$ cat config.mk
export PLATFORM = sky130hd
export DESIGN_NAME = tea_block_hash_unit
export DESIGN_NICKNAME = d
export VERILOG_FILES = /design/src/rtl/tbh_pkg.sv /design/src/rtl/tbh_front.sv /design/src/rtl/tbh_back.sv /design/src/rtl/tea_block_hash_unit.sv
export SDC_FILE = /design/constraint.sdc
export NUM_CORES = 1
export LEC_CHECK = 0
export BUFFER_PORTS_ARGS = -buffer_cell sky130_fd_sc_hd__buf_2
export CAP_MARGIN = 15
export CELL_PAD_IN_SITES_DETAIL_PLACEMENT = 0
export CELL_PAD_IN_SITES_GLOBAL_PLACEMENT = 1
export CORE_MARGIN = 1
export CORE_UTILIZATION = 43
export CTS_CLUSTER_SIZE = 28
export DETAILED_ROUTE_END_ITERATION = 8
export PLACE_DENSITY_LB_ADDON = 0.05
export SKIP_LAST_GASP = 1
export SYNTH_ARGS = -nofsm -noshare
export SYNTH_HDL_FRONTEND = slang
export SYNTH_SLANG_ARGS = --single-unit
$ cat constraint.sdc
create_clock -name clk -period 8.6 [get_ports clk]
set_input_delay 0.86 -clock clk [delete_from_list [all_inputs] [get_ports clk]]
set_output_delay 0.86 -clock clk [all_outputs]
set_load 0.005 [all_outputs]
$ cat src/rtl/tbh_pkg.sv
package tbh_pkg;

  localparam logic [31:0] TEA_DELTA    = 32'h9e37_79b9;
  localparam logic [31:0] SAVED_D_INIT = 32'h0008_f000;
  localparam int unsigned ROUNDS_PER_PASS = 32;
  localparam int unsigned TBH_QUEUE_DEPTH = 2;

  localparam int unsigned ROUND_W = $clog2(ROUNDS_PER_PASS);

  // register indexes on the config port
  localparam logic REG_SEED_FIRST  = 1'b0;
  localparam logic REG_SEED_SECOND = 1'b1;

  typedef enum logic [1:0] {
    KIND_OPEN,        // no data, not last: opens the message only
    KIND_CLOSE,       // no data, last: ends the message
    KIND_BLOCK,       // one block, message continues
    KIND_BLOCK_LAST   // one block, then result
  } item_kind_t;

  typedef struct packed {
    item_kind_t  kind;
    logic [31:0] word_low;
    logic [31:0] word_high;
  } tbh_item_t;

  typedef enum logic [1:0] {
    ST_IDLE,
    ST_RUN,
    ST_EMIT
  } back_state_t;

  // one half of a TEA round: the term added to the other word
  function automatic logic [31:0] tea_mix(input logic [31:0] v,
                                          input logic [31:0] sum,
                                          input logic [31:0] ka,
                                          input logic [31:0] kb);
    tea_mix = (v + sum) ^ ((v << 4) + ka) ^ ((v >> 5) + kb);
  endfunction

endpackage

$ cat src/rtl/tbh_front.sv
module tbh_front
  import tbh_pkg::*;
#(
  parameter int unsigned QUEUE_DEPTH = TBH_QUEUE_DEPTH
) (
  input  logic        clk,
  input  logic        rst_n,
  input  logic        in_valid,
  output logic        in_ready,
  input  logic [31:0] in_word_low,
  input  logic [31:0] in_word_high,
  input  logic        in_has_data,
  input  logic        in_last,
  output logic        q_valid,
  output tbh_item_t   q_item,
  input  logic        q_pop
);

  localparam int unsigned PTR_W = $clog2(QUEUE_DEPTH);
  localparam int unsigned CNT_W = $clog2(QUEUE_DEPTH + 1);
  localparam logic [PTR_W-1:0] PTR_LAST = PTR_W'(QUEUE_DEPTH - 1);
  localparam logic [CNT_W-1:0] CNT_FULL = CNT_W'(QUEUE_DEPTH);

  tbh_item_t        mem [QUEUE_DEPTH];
  logic [PTR_W-1:0] wr_ptr_r, wr_ptr_nxt;
  logic [PTR_W-1:0] rd_ptr_r, rd_ptr_nxt;
  logic [CNT_W-1:0] count_r, count_nxt;
  logic             push;
  logic             pop;
  tbh_item_t        item;

  always_comb begin
    item.word_low  = in_word_low;
    item.word_high = in_word_high;
    unique case ({in_has_data, in_last})
      2'b00:   item.kind = KIND_OPEN;
      2'b01:   item.kind = KIND_CLOSE;
      2'b10:   item.kind = KIND_BLOCK;
      default: item.kind = KIND_BLOCK_LAST;
    endcase
  end

  assign in_ready = (count_r != CNT_FULL);
  assign push     = in_valid && in_ready;
  assign q_valid  = (count_r != '0);
  assign pop      = q_pop && q_valid;
  assign q_item   = mem[rd_ptr_r];

  always_comb begin
    wr_ptr_nxt = wr_ptr_r;
    rd_ptr_nxt = rd_ptr_r;
    count_nxt  = count_r;
    if (push) begin
      wr_ptr_nxt = (wr_ptr_r == PTR_LAST) ? '0 : wr_ptr_r + 1'b1;
    end
    if (pop) begin
      rd_ptr_nxt = (rd_ptr_r == PTR_LAST) ? '0 : rd_ptr_r + 1'b1;
    end
    if (push && !pop) begin
      count_nxt = count_r + 1'b1;
    end else if (pop && !push) begin
      count_nxt = count_r - 1'b1;
    end
  end

  always_ff @(posedge clk) begin
    if (!rst_n) begin
      wr_ptr_r <= '0;
      rd_ptr_r <= '0;
      count_r  <= '0;
    end else begin
      wr_ptr_r <= wr_ptr_nxt;
      rd_ptr_r <= rd_ptr_nxt;
      count_r  <= count_nxt;
    end
  end

  always_ff @(posedge clk) begin
    if (push) begin
      mem[wr_ptr_r] <= item;
    end
  end

endmodule

$ cat src/rtl/tbh_back.sv
module tbh_back
  import tbh_pkg::*;
(
  input  logic        clk,
  input  logic        rst_n,
  input  logic [31:0] seed_first,
  input  logic [31:0] seed_second,
  input  logic        q_valid,
  input  tbh_item_t   q_item,
  output logic        q_pop,
  output logic        out_valid,
  input  logic        out_ready,
  output logic [31:0] out_hash_word0,
  output logic [31:0] out_hash_word1,
  output logic [31:0] out_hash_word2,
  output logic [31:0] out_hash_word3
);

  back_state_t state_r, state_nxt;
  logic        in_msg_r, in_msg_nxt;
  logic        out_valid_r, out_valid_nxt;
  logic [ROUND_W-1:0] rnd_r, rnd_nxt;
  logic        pass_r, pass_nxt;
  logic        last_r, last_nxt;
  logic [31:0] a_r, a_nxt, b_r, b_nxt, c_r, c_nxt, d_r, d_nxt;
  logic [31:0] x_r, x_nxt, y_r, y_nxt;
  logic [31:0] sum_r, sum_nxt;
  logic [31:0] w0_r, w0_nxt, w1_r, w1_nxt;
  logic [31:0] h0_r, h0_nxt, h1_r, h1_nxt, h2_r, h2_nxt, h3_r, h3_nxt;
  logic [31:0] a0, b0, c0, d0;
  logic [31:0] x_new, y_new;
  logic        out_free;

  // start-of-message values: seeds are sampled only when a message opens
  assign a0 = in_msg_r ? a_r : seed_first;
  assign b0 = in_msg_r ? b_r : seed_second;
  assign c0 = in_msg_r ? c_r : seed_second;
  assign d0 = in_msg_r ? d_r : SAVED_D_INIT;

  assign x_new = x_r + tea_mix(y_r, sum_r, a_r, b_r);
  assign y_new = y_r + tea_mix(x_new, sum_r, w0_r, w1_r);

  assign out_free = !out_valid_r || out_ready;
  assign q_pop    = (state_r == ST_IDLE) && q_valid;

  assign out_valid      = out_valid_r;
  assign out_hash_word0 = h0_r;
  assign out_hash_word1 = h1_r;
  assign out_hash_word2 = h2_r;
  assign out_hash_word3 = h3_r;

  always_comb begin
    state_nxt     = state_r;
    in_msg_nxt    = in_msg_r;
    out_valid_nxt = out_valid_r && !out_ready;
    rnd_nxt       = rnd_r;
    pass_nxt      = pass_r;
    last_nxt      = last_r;
    a_nxt = a_r; b_nxt = b_r; c_nxt = c_r; d_nxt = d_r;
    x_nxt = x_r; y_nxt = y_r;
    sum_nxt = sum_r;
    w0_nxt = w0_r; w1_nxt = w1_r;
    h0_nxt = h0_r; h1_nxt = h1_r; h2_nxt = h2_r; h3_nxt = h3_r;

    unique case (state_r)
      ST_IDLE: begin
        if (q_valid) begin
          a_nxt      = a0;
          b_nxt      = b0;
          c_nxt      = c0;
          d_nxt      = d0;
          in_msg_nxt = 1'b1;
          x_nxt      = a0;
          y_nxt      = b0;
          sum_nxt    = TEA_DELTA;
          rnd_nxt    = '0;
          pass_nxt   = 1'b0;
          w0_nxt     = q_item.word_low;
          w1_nxt     = q_item.word_high;
          last_nxt   = (q_item.kind == KIND_BLOCK_LAST);
          unique case (q_item.kind)
            KIND_OPEN:       state_nxt = ST_IDLE;
            KIND_CLOSE:      state_nxt = ST_EMIT;
            KIND_BLOCK:      state_nxt = ST_RUN;
            KIND_BLOCK_LAST: state_nxt = ST_RUN;
            default:         state_nxt = ST_IDLE;
          endcase
        end
      end

      ST_RUN: begin
        x_nxt   = x_new;
        y_nxt   = y_new;
        sum_nxt = sum_r + TEA_DELTA;
        rnd_nxt = rnd_r + 1'b1;
        if (rnd_r == ROUND_W'(ROUNDS_PER_PASS - 1)) begin
          // end of pass: A<->C, B<->D with the pass output going to C,D
          a_nxt = c_r;
          b_nxt = d_r;
          c_nxt = x_new;
          d_nxt = y_new;
          if (!pass_r) begin
            x_nxt    = c_r;
            y_nxt    = d_r;
            sum_nxt  = TEA_DELTA;
            pass_nxt = 1'b1;
          end else begin
            state_nxt = last_r ? ST_EMIT : ST_IDLE;
          end
        end
      end

      ST_EMIT: begin
        if (out_free) begin
          h0_nxt        = a_r;
          h1_nxt        = b_r;
          h2_nxt        = c_r;
          h3_nxt        = d_r;
          out_valid_nxt = 1'b1;
          in_msg_nxt    = 1'b0;
          state_nxt     = ST_IDLE;
        end
      end

      default: state_nxt = ST_IDLE;
    endcase
  end

  always_ff @(posedge clk) begin
    if (!rst_n) begin
      state_r     <= ST_IDLE;
      in_msg_r    <= 1'b0;
      out_valid_r <= 1'b0;
      rnd_r       <= '0;
      pass_r      <= 1'b0;
      last_r      <= 1'b0;
      a_r         <= '0;
      b_r         <= '0;
      c_r         <= '0;
      d_r         <= '0;
    end else begin
      state_r     <= state_nxt;
      in_msg_r    <= in_msg_nxt;
      out_valid_r <= out_valid_nxt;
      rnd_r       <= rnd_nxt;
      pass_r      <= pass_nxt;
      last_r      <= last_nxt;
      a_r         <= a_nxt;
      b_r         <= b_nxt;
      c_r         <= c_nxt;
      d_r         <= d_nxt;
    end
  end

  always_ff @(posedge clk) begin
    x_r   <= x_nxt;
    y_r   <= y_nxt;
    sum_r <= sum_nxt;
    w0_r  <= w0_nxt;
    w1_r  <= w1_nxt;
    h0_r  <= h0_nxt;
    h1_r  <= h1_nxt;
    h2_r  <= h2_nxt;
    h3_r  <= h3_nxt;
  end

endmodule

$ cat src/rtl/tea_block_hash_unit.sv
// Channel   | Handshake          | Payload
// ----------+--------------------+-------------------------------------------
// input     | in_valid/in_ready  | in_word_low, in_word_high, in_has_data,
//           |                    | in_last
// result    | out_valid/out_ready| out_hash_word0..out_hash_word3
// config    | APB psel/penable   | seed_first @0x0, seed_second @0x4
//
// A block item is dequeued, then runs two passes of 32 TEA rounds in the
// round engine, one TEA round per cycle. An item without data runs no
// rounds; a result passes through the emit state into the output
// register. The input queue takes items while not full as the engine works.
// Reset is synchronous on rst_n; no clearing pass. A stalled result stops
// the engine only when the next result is due.
module tea_block_hash_unit
  import tbh_pkg::*;
#(
  parameter int unsigned QUEUE_DEPTH = TBH_QUEUE_DEPTH
) (
  input  logic        clk,
  input  logic        rst_n,
  input  logic        in_valid,
  output logic        in_ready,
  input  logic [31:0] in_word_low,
  input  logic [31:0] in_word_high,
  input  logic        in_has_data,
  input  logic        in_last,
  output logic        out_valid,
  input  logic        out_ready,
  output logic [31:0] out_hash_word0,
  output logic [31:0] out_hash_word1,
  output logic [31:0] out_hash_word2,
  output logic [31:0] out_hash_word3,
  input  logic        psel,
  input  logic        penable,
  input  logic        pwrite,
  input  logic [2:0]  paddr,
  input  logic [31:0] pwdata,
  output logic [31:0] prdata,
  output logic        pready
);

  logic [31:0] seed_first_r;
  logic [31:0] seed_second_r;
  logic        cfg_write;
  logic        reg_sel;
  logic        q_valid;
  logic        q_pop;
  tbh_item_t   q_item;

  assign pready    = 1'b1;
  assign reg_sel   = paddr[2];
  assign cfg_write = psel && penable && pwrite;
  assign prdata    = (reg_sel == REG_SEED_SECOND) ? seed_second_r : seed_first_r;

  always_ff @(posedge clk) begin
    if (!rst_n) begin
      seed_first_r  <= '0;
      seed_second_r <= '0;
    end else if (cfg_write) begin
      unique case (reg_sel)
        REG_SEED_FIRST:  seed_first_r  <= pwdata;
        REG_SEED_SECOND: seed_second_r <= pwdata;
        default: ;
      endcase
    end
  end

  tbh_front #(
    .QUEUE_DEPTH (QUEUE_DEPTH)
  ) u_front (
    .clk          (clk),
    .rst_n        (rst_n),
    .in_valid     (in_valid),
    .in_ready     (in_ready),
    .in_word_low  (in_word_low),
    .in_word_high (in_word_high),
    .in_has_data  (in_has_data),
    .in_last      (in_last),
    .q_valid      (q_valid),
    .q_item       (q_item),
    .q_pop        (q_pop)
  );

  tbh_back u_back (
    .clk            (clk),
    .rst_n          (rst_n),
    .seed_first     (seed_first_r),
    .seed_second    (seed_second_r),
    .q_valid        (q_valid),
    .q_item         (q_item),
    .q_pop          (q_pop),
    .out_valid      (out_valid),
    .out_ready      (out_ready),
    .out_hash_word0 (out_hash_word0),
    .out_hash_word1 (out_hash_word1),
    .out_hash_word2 (out_hash_word2),
    .out_hash_word3 (out_hash_word3)
  );

endmodule
==> results.toml <==
[status]
status = "complete, but fails checks"
violations = "negative setup slack"

[logic_synthesis]
yosys_warnings = 0
ys_ff_latch = 628
syn_inst = 3561
synthXorXnorAreaFrac = 0.0930
synth_compound_area_frac = 0.179
synth_top_family_by_area = "compound AO/OA/AOI/OAI gates"
synth_area_um2 = 36700
netlist.area_leader.share = 0.343
yosys.area.top_type = "edfxtp_1"
synth-main-ff-cell = "edfxtp_1"
synth.area.top_cells = "edfxtp_1, dfxtp_1, ha_1"
ys_types = 77
yosysMostFrequentCell = "nand2_1"
avgSynthCellArea_um2 = 10.3
synth_edf_count = 420
seq_area_frac_synth = 0.457
synthAdderAreaFrac = 0.0889
synth_fp_nets = 3925
synthMuxAreaShare = 0.0401
yosys.area_share.simple = 0.120
synth_commonest_cells = "nand2_1, edfxtp_1, xnor2_1, a21oi_1, ha_1"
async_flop_share = 0

[final_layout]
fin_util = 0.558
final_nets = 4721
areaGrowthSynthToFinish_pct = 27.9
layoutNonFillerInstCount = 5547
n_antenna_cell = 0
fillCellCount = 7488
drive_gt1_frac = 0.287
stdcell_area_um2 = 46900

[floorplanning]
start_util = 0.437
chipWidth_um = 294
ios = 271
core-area_um2 = 84100
rows = 106
die_area_um2 = 86600
die_h_um = 294

[clocking]
cts_tree = "built"
cts_made_buffers = 72
root_buffer = "clkbuf_16"
cts_num_sinks = 628
htree_levels = 3
clk_path_buf_depth = 3
clkTransAtPathRegs_ns = 0.06
clk_latency_ns = 0.65

[detailed_routing]
first_iter_violations = 1917
vias = 30800
ant_nets = 0
firstDrtPassIters = 7
drc = 0
routedWlPerCell_um = 23.7
wl_mm = 131
via_per_inst = 5.55

[critical_path]
crit_top_cell = "a21o_1"
critPathArrivalTime_ns = 9.09
crit_path_end_kind = "flip-flop"
cpPeakStageDelay_ns = 0.45
cp-start-kind = "flip-flop"
cpMaxStageDelayCell = "edfxtp_1"
crit_fanout = 4
worstSetupPathType = "flip-flop to flip-flop"
required_ns = 8.97
cpLargestDelayFamily = "compound AO/OA/AOI/OAI gates"
critical_path_buf_inv_count = 5

[timing]
rsz0062_at_grt = "yes"
worst_pin_slew_ns = 1.19
drv_slew = 0
finalHoldViolations = 0
fmax_mhz = 115
period_needed_ns = 8.72
finalSetupViolations = 7
fin_skew_ns = 0.0355
layout_setup_ws_ns = -0.117
slew_headroom = 0.209
fin_crit_sh = 1.01

[run]
max_cap_viol_count = 0

[global_route]
grt_pass1_wl_mm = 192
antenna_found_initial = 4
grt_overflow = 0
grt_pass1_vias = 30800
grt_usage = 0.297
grt_max_degree = 81

[placed_design]
dpl_cell_area_um2 = 43200
gp_congestion = 0.955
numPortBuffers = 267
post-dp-hpwl_mm = 100
dp.cells = 5384

[min_path]
hold_path_class = "input port to flip-flop"
through the flow:
| stage | TNS (ns) | hold slack (ns) | setup slack (ns) |
|---|---|---|---|
| floorplan | 0 | 0.447 | 0.00563 |
| global placement | -7.74 | 0.467 | -0.707 |
| detailed placement | -9.21 | 0.469 | -0.782 |
| CTS | -0.0933 | 0.363 | -0.0476 |
| global route | -7.20 | 0.370 | -0.621 |
| finish | -0.565 | 0.399 | -0.117 |
final timing paths:
kind              depth (start not counted)        startpoint  slack [ns]            endpoint
setup / recovery                         50     u_back.y_r[0]       -0.12      u_back.y_r[30]
hold / removal                            1   in_word_low[30]        0.40  u_front.mem[1][62]
setup reg to reg                         50     u_back.y_r[0]       -0.12      u_back.y_r[30]
hold reg to reg                           2  seed_first_r[26]        0.48    seed_first_r[26]
sequential cells by signal, summed over array words and instances (netlist names), 2 cells and up, named ones only:
signal	cells
seed_first_r	32
u_back.d_r	32
u_back.y_r	32
u_back.c_r	32
u_back.w0_r	32
u_back.out_hash_word2	32
u_back.a_r	32
u_front.mem	132
u_back.out_hash_word1	32
u_back.out_hash_word3	32
u_back.w1_r	32
seed_second_r	32
u_back.sum_r	32
u_front.count_r	2
u_back.out_hash_word0	32
u_back.x_r	32
u_back.rnd_r	5
u_back.b_r	32
u_back.state_r	2
layout by cell type, fill, tap and decap left out, drive strengths merged, types with 50 or more instances in the layout:
cell and count:
buf 859, nand2 433, edfxtp 420, xnor2 322
a21oi 274, ha 248, dfxtp 208, nor2 161
o21ai 143, a21boi 117, clkbuf 102, nor2b 100
a21o 98, mux2 97, inv 79, xor2 60
nor3 58, o211ai 56, a31oi 50
metal layers:
metal	part of all wire	GRT usage
met5	0	0
met1	0.40	0.356
met4	0.046	0.130
met3	0.044	0.0363
met2	0.51	0.532
cell type report:
class,count,area [um^2],share of cell area
clock buffers,102,2120,0.0451
clock inverters,28,342,0.00728
inverters,73,278,0.00592
multi-input cells,2723,20200,0.430
flip-flops and latches,628,16800,0.357
well taps,1134,1420,0.0302
repair buffers,859,5840,0.124
cell families after synthesis:
family	count (synthesis)
muxes	135
buffers and inverters	210
AOI/OAI and AO/OA	989
adders and majority gates	256
other	1
DFF	628
xor gates and xnor gates	385
and+or+nand+nor	957
timing repair:
action / 4_1_cts / 5_1_grt
endpoints found under the setup margin: 25 / 35
pin swaps: 66 / 82
hold endpoints to repair: 0 / 0
hold buffers: 0 / 0
gates cloned: 0 / 0
buffers inserted: 20 / 19
resized for setup: 88 / 125
Power is not shown: default switching activity piles up to over one toggle a cycle in this logic, so the estimate is an artifact.
